$ cat config.mk
export PLATFORM = sky130hd
export DESIGN_NAME = dnd_front
export DESIGN_NICKNAME = d
export VERILOG_FILES = /design/src/design/dnd_pkg.sv /design/src/design/dnd_front.sv
export SDC_FILE = /design/constraint.sdc
export NUM_CORES = 1
export LEC_CHECK = 0
export ABC_CLOCK_PERIOD_IN_PS = 3000
export BUFFER_PORTS_ARGS = -buffer_cell sky130_fd_sc_hd__buf_2
export CORE_MARGIN = 10
export CORE_UTILIZATION = 40
export CTS_CLUSTER_DIAMETER = 60
export DETAILED_ROUTE_END_ITERATION = 10
export PLACE_DENSITY = 0.71
export SLEW_MARGIN = 20
export SYNTH_ARGS = -nofsm -noshare
export SYNTH_HDL_FRONTEND = slang
export SYNTH_SLANG_ARGS = --single-unit
$ cat constraint.sdc
create_clock -name clk -period 3 [get_ports clk]
set_clock_uncertainty 0.05 [all_clocks]
set_input_delay 0.3 -clock clk [delete_from_list [all_inputs] [get_ports clk]]
set_output_delay 0.3 -clock clk [all_outputs]
set_load 0.005 [all_outputs]
$ cat src/design/dnd_pkg.sv
`timescale 1ns / 1ps
// ----------------------------------------------------------------------------
// dnd_pkg
// Shared types and constants for the DNS name decompressor.
// ----------------------------------------------------------------------------
package dnd_pkg;

  localparam int unsigned MsgBytesDef  = 512;
  localparam int unsigned NameBytesDef = 256;

  localparam logic [1:0] FUNC_LOAD   = 2'd0;
  localparam logic [1:0] FUNC_DECODE = 2'd1;
  localparam logic [1:0] FUNC_READ   = 2'd2;

  localparam logic [1:0] ST_OK    = 2'd0;
  localparam logic [1:0] ST_LONG  = 2'd1;
  localparam logic [1:0] ST_RANGE = 2'd2;
  localparam logic [1:0] ST_HOPS  = 2'd3;

  localparam logic [7:0] DOT_CHAR = 8'h2e;

  localparam logic [1:0] REG_MSG_LEN  = 2'd0;
  localparam logic [1:0] REG_MAX_HOPS = 2'd1;

  localparam logic [9:0] MSG_LEN_RST  = 10'd0;
  localparam logic [6:0] MAX_HOPS_RST = 7'd16;

  // One queued command from front to back.
  typedef struct packed {
    logic [1:0]  func;
    logic [13:0] address;
    logic [7:0]  data;
  } cmd_t;

  typedef enum logic [2:0] {
    S_IDLE,
    S_FETCH,
    S_EXAM,
    S_PTR,
    S_COPY,
    S_RDWAIT,
    S_DONE
  } bk_state_t;

endpackage

$ cat src/design/dnd_front.sv
`timescale 1ns / 1ps
// ----------------------------------------------------------------------------
// dnd_front
// Accepts command beats and queues them (depth 2) for the back end.
// ----------------------------------------------------------------------------
module dnd_front (
  input  logic          clk,
  input  logic          rst_n,
  input  logic          in_start,
  input  logic [1:0]    in_func,
  input  logic [13:0]   in_address,
  input  logic [7:0]    in_data,
  output logic          full,
  input  logic          pop,
  output logic          q_valid,
  output dnd_pkg::cmd_t q_head
);

  dnd_pkg::cmd_t q_r [2];
  dnd_pkg::cmd_t q_nxt;
  logic [1:0] cnt_r, cnt_nxt;
  logic push;

  assign full    = (cnt_r == 2'd2);
  assign push    = in_start && !full;
  assign q_valid = (cnt_r != 2'd0);
  assign q_head  = q_r[0];

  always_comb begin
    q_nxt.func    = in_func;
    q_nxt.address = in_address;
    q_nxt.data    = in_data;
    cnt_nxt = cnt_r + {1'b0, push} - {1'b0, pop};
  end

  // Shift queue: head at entry 0.
  always_ff @(posedge clk) begin
    if (!rst_n) begin
      cnt_r <= 2'd0;
    end else begin
      cnt_r <= cnt_nxt;
    end
    if (pop) begin
      if (push && cnt_r == 2'd1) q_r[0] <= q_nxt;
      else q_r[0] <= q_r[1];
      if (push && cnt_r == 2'd2) q_r[1] <= q_nxt;
    end else if (push) begin
      if (cnt_r == 2'd0) q_r[0] <= q_nxt;
      else q_r[1] <= q_nxt;
    end
  end

endmodule

==> results.tsv, run 1 <==
stage	metric	value	unit
worst_setup_path	path_max_fanout	18	
worst_setup_path	ff2ff_path_depth	3	
timing	setup_tns	0	ns
clocking	htree_levels	2	
clocking	cts.clk_slew.worst_paths	0.09	ns
logic_synthesis	netlist_area	2619	um^2
global_routing	grt_pass1_vias	1517	
timing	max_slew_margin	50.67	%
clocking	cts_tree	built	
logic_synthesis	synth_top_family_by_area	simple AND/OR/NAND/NOR gates	
timing	fmax	506.5	MHz
timing	rsz0062_at_grt	no	
routing	postRouteWirelength	4961	um
cells_and_area	drive_above_1_share	38.50	%
cells_and_area	layout.nets	255	
logic_synthesis	ys_seq_area_share	56.57	%
logic_synthesis	synth_compound_area_share	10.99	%
timing	hold_viol_final	0	
clocking	cts-root-buf	clkbuf_8	
routing	first_pass_iters	4	
logic_synthesis	yosys-top-cells-area	edfxtp_1 (55%), o211ai_2 (9.6%), nand4b_1 (8.0%), buf_4 (7.2%), nand2b_1 (6.0%)	
logic_synthesis	synthSimpleGateAreaFrac	18.92	%
global_routing	grt_start_max_net_pins	52	
routing	ant_nets	0	
power	power.leakage	1.111	nW
clocking	cts_buffers	5	
routing	drc	0	
global_routing	grt-ovfl-total	0	
logic_synthesis	ys_types	21	
power	vdd_drop_max	0.0002561	V
logic_synthesis	syn_inst	201	
routing	num_vias	1543	
timing	period_minus_slack	1.974	ns
cells_and_area	fillCellCount	561	
clocking	postCtsResizedCells	0	
timing	setup_viol_count_final	0	
timing	tightest_slew	0.7400	ns
run_status	status	finished, final reports clean	
min_path	min_path_type	input pin to flop	
worst_setup_path	critPathLaunchType	flop	
placement	detailed_place.area	2721	um^2
routing	drt-initial-drc-count	125	
worst_setup_path	end_kind	flop	
clocking	clk_latency	0.31	ns
die	fp.dieArea	10180	um^2
global_routing	antenna_found_initial	0	
worst_setup_path	r2r_start	cnt_r[0]	
clocking	cts_buffer_depth	2	
cells_and_area	area_growth	9.365	%
die	initial_core_util	41.24	%
routing	vias_per_cell	5.092	
logic_synthesis	yosysTopAreaCell	edfxtp_1	
min_path	hp-start	in_address[6]	
global_routing	grt_pass1_wl	8073	um
logic_synthesis	ys_seq_elements	50	
worst_setup_path	ff2ff_setup_slack	1.03	ns
die	die_w	100.9	um
routing	wire_per_inst	16.37	um
logic_synthesis	synth-adder-area-share	0.9556	%
die	die_y	100.9	um
logic_synthesis	synth.mux.area_fraction	0	%
logic_synthesis	synth_top_area_share	55.04	%
clocking	clock-sinks	50	
die	rows	29	
placement	hpwl	3525	um
placement	gp_congestion	0.6529	
clocking	post_cts_buffers	0	
die	ios	54	
logic_synthesis	avgSynthCellArea	13.03	um^2
worst_setup_path	r2r_end	q_r[0][24]	
worst_setup_path	arrival	1.92	ns
power	power.density	689.3	nW/um^2
die	core	6350	um^2
cells_and_area	design_area	2864	um^2
flow_run	cap_violations	0	
worst_setup_path	required	2.95	ns
placement	portBuffers	53	
logic_synthesis	yosys_warnings	0	
worst_setup_path	crit_type	flop to flop	
min_path	holdPathEnd	q_r[0][38]	
timing	slew_violations	0	
clocking	hold_buffers	0	
logic_synthesis	syn_nets	231	
logic_synthesis	synth-xor-area-share	0.8600	%
timing	period_share	65.81	%
cells_and_area	antennaDiodeCount	0	
global_routing	grt.total_usage	9.952	%
min_path	hold_depth	1	
routing by layer:
metal,up-vias,share of wire [%],track usage [%]
met3,5,5.9,3.155
met2,45,50,15.23
met4,0,1.3,3.537
met1,735,43,12.88
met5,-,0,0
li1,758,-,-
cells in the final DEF, fill, tap and decap left out:
cell type	count
nor2b_1	2
edfxtp_1	48
o211ai_2	20
buf_4	5
inv_1	2
ha_1	2
xnor3_1	1
nor2_1	1
dfxtp_1	2
and3b_1	1
nand4b_1	24
buf_2	53
nor2_2	1
nand2b_1	25
nand2_1	25
a21o_1	1
bufinv_16	2
o211ai_1	4
clkbuf_8	6
and2_1	1
sequential cells by signal, summed over array words and instances (netlist names):
register / cells
cnt_r: 2
q_r: 48
power by group:
group / switching (mW) / internal (mW) / total (mW) / leakage (nW)
Clock: 0.220 / 0.355 / 0.576 / 0.0714
Sequential: 0.0610 / 0.893 / 0.954 / 0.479
Combinational: 0.231 / 0.213 / 0.444 / 0.561
cells in the mapped netlist:
library cell  number
edfxtp_1          48
buf_4             25
nand2_1           25
nand2b_1          25
nand4b_1          24
o211ai_2          20
clkbuf_1           8
o211ai_1           4
buf_2              3
buf_12             2
buf_6              2
dfxtp_1            2
ha_1               2
inv_1              2
nor2_1             2
nor2b_1            2
a21o_1             1
and2_1             1
and3b_1            1
buf_1              1
xnor3_1            1
stage by stage:
step / utilization (%) / std cells / power, mW / setup WS, ns / hold slack [ns]
6_report: 45.10 / 303 / 1.974 / 1.026 / 0.1430
5_1_grt: 45.10 / 303 / 2.084 / 0.8433 / 0.1328
4_1_cts: 45.10 / 303 / 2.000 / 0.9948 / 0.1366
3_5_place_dp: 42.86 / 295 / 1.426 / 0.9962 / 0.4619
3_3_place_gp: 42.86 / 295 / 1.415 / 1.029 / 0.4600
2_1_floorplan: - / 201 / 1.358 / 0.6783 / 0.3489
critical path: stages (launching register included):
cell     delay (ns)
dfxtp_1        0.71
nand2_1        0.13
nor2_2         0.43
buf_4          0.34
cell type report:
cell class / count / area [um^2] / share of cell area (%)
repair buffers: 58 / 302.8 / 10.57
flip-flops and latches: 50 / 1481 / 51.73
multi-input cells: 108 / 833.3 / 29.10
clock buffers: 6 / 82.58 / 2.883
well taps: 77 / 96.34 / 3.364
clock inverters: 2 / 60.06 / 2.097
inverters: 2 / 7.507 / 0.2621
worst max path at each step:
stage	startpoint	to	slack, ns	cells after the start
2_1_floorplan	cnt_r[0]	q_r[0][24]	0.68	4
5_1_grt	cnt_r[0]	cnt_r[1]	0.84	7
3_3_place_gp	pop	q_r[0][20]	1.03	3
3_5_place_dp	pop	q_r[0][20]	1.0	3
4_1_cts	cnt_r[0]	q_r[0][24]	0.99	3
6_report	cnt_r[0]	q_r[0][24]	1.03	3
cells by family after synthesis:
group	after synthesis
adder cells (fa/ha/maj)	2
AND/OR/NAND/NOR	80
buffers and inverters	43
XOR/XNOR	1
flip-flops	50
AO/OA/AOI/OAI	25
No activity file was read; power rests on OpenSTA's default activity.
==> run 2, diff against run 1 <==
ABC_AREA = 1   (was unset)
ABC_CLOCK_PERIOD_IN_PS = 1950   (was 3000)
PLACE_DENSITY = 0.73   (was 0.71)
clock period = 1.95 ns   (was 3 ns; I/O delays follow)
==> run 2 against run 1 <==
Against the previous run:
- area after synthesis is 18% lower
- via count is 19% lower
- clock power is 45% higher
- cell area is 14% lower
- total power is 31% higher
- cell count is 7.6% lower
- sequential cell count stayed put
- global-route usage is 0.93 points lower
- fmax is 23% higher
- core utilization is 2.9 points higher
- largest power group unchanged
==> results.tsv, run 2 <==
stage	metric	value	unit	change
run_status	status	finished, final reports clean		unchanged
routing	ant_nets	0		unchanged
power	p_clk_share	32.5	%	was 29.2%
logic_synthesis	synth_ff_type	edfxtp_1		unchanged
power	vdd_drop_max	0.0003704	V	was 0.0002561 V
worst_setup_path	cp_num_buf_inv	2		was 1
cells_and_area	largest_register	q_r		unchanged
timing	setup_viol_count_final	0		unchanged
worst_setup_path	critical-path-top-delay-family	adder cells		was flip-flops
global_routing	grt.total_usage	9.021	%	was 9.952%
routing	postRouteWirelength	3940	um	was 4961 um
global_routing	grt_pass1_wl	6120	um	was 8073 um
min_path	hold_depth	1		unchanged
worst_setup_path	r2r_end	cnt_r[1]		was q_r[0][24]
worst_setup_path	ff2ff_setup_slack	0.35	ns	was 1.03 ns
cells_and_area	layout.nets	239		was 255
logic_synthesis	ys_seq_elements	50		unchanged
logic_synthesis	yosys_warnings	0		unchanged
timing	hold_viol_final	0		unchanged
routing	wire_per_inst	14.07	um	was 16.37 um
logic_synthesis	syn_nets	205		was 231
power	power.leakage	1.077	nW	was 1.111 nW
worst_setup_path	critPathLaunchType	flop		unchanged
power	combPwrFrac	14.5	%	was 22.5%
power	internal-power	1.992	mW	was 1.462 mW
routing	drc	0		unchanged
worst_setup_path	required	2.10	ns	was 2.95 ns
cells_and_area	antennaDiodeCount	0		unchanged
cells_and_area	layout_commonest_cell	buf_2		unchanged
power	p_sw_share	22.71	%	was 25.94%
cells_and_area	multi_input_area	422.9	um^2	was 833.3 um^2
logic_synthesis	yosysTopAreaCell	edfxtp_1		unchanged
clocking	cts-root-buf	clkbuf_8		unchanged
worst_setup_path	crit_slowest_cell	dfxtp_1		unchanged
placement	portBuffers	53		unchanged
clocking	cts.clk_slew.worst_paths	0.09	ns	about the same
die	fp.dieArea	8674	um^2	was 10,180 um^2
power	power_frac_seq	53.0	%	was 48.3%
logic_synthesis	ys_async_sr_fraction	0	%	unchanged
clocking	post_cts_buffers	0		unchanged
min_path	hp-start	in_func[0]		was in_address[6]
worst_setup_path	cp_cell_sequence	o21ai_0 -> ha_1 -> inv_1 -> ha_1 -> inv_1 -> nand2_1 -> a21oi_1 -> nor2_1		was nand2_1 -> nor2_2 -> buf_4
power	switching_power	0.5853	mW	was 0.5120 mW
cells_and_area	top_regs	q_r x48, cnt_r x2		unchanged
logic_synthesis	ys_seq_area_share	69.24	%	was 56.57%
worst_setup_path	crit_type	flop to flop		unchanged
worst_setup_path	ff2ff_path_depth	8		was 3
logic_synthesis	avgSynthCellArea	12.23	um^2	was 13.03 um^2
logic_synthesis	synth.most_common_cell	nand2_1		was edfxtp_1
timing	setup_tns	0	ns	unchanged
min_path	holdPathEnd	q_r[0][46]		was q_r[0][38]
clocking	cts_tree	built		unchanged
die	die_w	93.14	um	was 100.9 um
worst_setup_path	slowest_delay	0.44	ns	was 0.71 ns
clocking	cts_buffers	5		unchanged
worst_setup_path	r2r_start	cnt_r[0]		unchanged
cells_and_area	area.sequential	1481	um^2	unchanged
global_routing	antenna_found_initial	0		unchanged
power	power.density	1044	nW/um^2	was 689.3 nW/um^2
timing	fmax	625.0	MHz	was 506.5 MHz
die	die_y	93.14	um	was 100.9 um
routing	vias_per_cell	4.471		was 5.092
die	initial_core_util	41.63	%	was 41.24%
cells_and_area	area_growth	15.32	%	was 9.365%
clocking	cts_buffer_depth	2		unchanged
clocking	htree_levels	2		unchanged
logic_synthesis	netlist_area	2140	um^2	was 2619 um^2
clocking	clk_latency	0.29	ns	was 0.31 ns
worst_setup_path	end_kind	flop		unchanged
cells_and_area	largest_reg_flops	48		unchanged
global_routing	grt_start_max_net_pins	26		was 52
timing	tightest_slew	0.3184	ns	was 0.7400 ns
cells_and_area	drive_above_1_share	33.81	%	was 38.50%
clocking	hold_buffers	0		unchanged
routing	num_vias	1252		was 1,543
worst_setup_path	path_max_fanout	5		was 18
timing	slew_violations	0		unchanged
logic_synthesis	yosys-top-cells-area	edfxtp_1 (67%), nand2_1 (9.1%), buf_4 (8.4%), nand3_1 (5.8%), dfxtp_1 (1.9%)		was edfxtp_1 (55%), o211ai_2 (9.6%), nand4b_1 (8.0%), buf_4 (7.2%), nand2b_1 (6.0%)
min_path	min_path_type	input pin to flop		unchanged
cells_and_area	fin_util	48.00	%	was 45.10%
placement	hpwl	2872	um	was 3525 um
timing	period_share	82.05	%	was 65.81%
die	rows	26		was 29
timing	rsz0062_at_grt	no		unchanged
timing	period_minus_slack	1.600	ns	was 1.974 ns
cells_and_area	final_cell_mix	buf_2 (53), nand2_1 (52), edfxtp_1 (48), nand3_1 (25)		was buf_2 (53), edfxtp_1 (48), nand2b_1 (25), nand2_1 (25), nand4b_1 (24)
flow_run	cap_violations	0		unchanged
global_routing	grt-ovfl-total	0		unchanged
logic_synthesis	synth_top_cells_by_count	nand2_1 (52), edfxtp_1 (48), nand3_1 (25)		was edfxtp_1 (48), buf_4 (25), nand2_1 (25), nand2b_1 (25), nand4b_1 (24)
timing	max_slew_margin	78.77	%	was 50.67%
die	core	5140	um^2	was 6350 um^2
clocking	clock-sinks	50		unchanged
placement	gp_congestion	0.6819		was 0.6529
clocking	postCtsResizedCells	0		unchanged
die	ios	54		unchanged
logic_synthesis	synth_edf_count	48		unchanged
cells_and_area	fillCellCount	516		was 561
routing	first_pass_iters	4		unchanged
worst_setup_path	arrival	1.75	ns	was 1.92 ns
logic_synthesis	syn_inst	175		was 201
logic_synthesis	synth_top_area_share	67.37	%	was 55.04%
routing	drt-initial-drc-count	55		was 125
global_routing	grt_pass1_vias	1284		was 1,517
logic_synthesis	ys_types	17		was 21
## run 2: cell types whose count changed after synthesis, sizes merged, moves of 4 or more
cell and change:
nand4b -24, o211ai -24, inv +4, nand3 +26
nand2b -25, clkbuf -8, nand2 +28
## run 2: how the worst max path moves through the flow
stage,end,slack (ns),startpoint,cells after the start
finish,cnt_r[1],0.35,cnt_r[0],8
global route,cnt_r[1],0.18,cnt_r[1],10
CTS,cnt_r[1],0.34,cnt_r[0],8
detailed placement,cnt_r[1],0.36,cnt_r[0],8
global placement,cnt_r[1],0.44,cnt_r[0],8
floorplan,q_r[0][0],0.14,cnt_r[0],3
## run 2: metrics by stage
step	cells	total power, mW	instance area (um^2)	setup slack (ns)	hold WS (ns)
global placement	272	1.759	2330	0.4430	0.3372
global route	280	2.705	2467	0.1756	0.02173
CTS	280	2.616	2467	0.3422	0.02023
detailed placement	272	1.778	2330	0.3571	0.3376
finish	280	2.577	2467	0.3501	0.03845
floorplan	175	1.688	2155	0.1387	0.2426
## run 2: final cells by class
type                       count  area share, %
sequential                    50          60.04
multi-input combinational     88          17.14
timing repair buffer          58          12.78
tap                           70          3.550
clock buffer                   5          2.789
clock inverter                 3          2.789
inverter                       6         0.9128
## run 2: kinds of logic after synthesis
kind of cell / after synthesis / share of synthesized area, %
fa+ha+maj: 2 / 1.169
flops: 50 / 69.24
buf+inv: 37 / 11.70
simple gates: 83 / 17.08
compound gates: 3 / 0.8184
## run 2: power groups by stage
stage | Combinational (mW) | Sequential (mW) | Clock [mW]
after floorplan | 0.304 | 1.38 | 0
after global placement | 0.373 | 1.39 | 0
after detailed placement | 0.387 | 1.39 | 0
after CTS | 0.387 | 1.37 | 0.861
after global routing | 0.427 | 1.38 | 0.898
final | 0.373 | 1.37 | 0.838
## run 2: metal layers
layer,global-route usage [%],up-vias,wire [um]
li1,-,638,-
met1,8.470,582,1465
met2,16.71,28,2171
met3,3.277,4,230
met4,4.756,0,72
met5,0,-,0
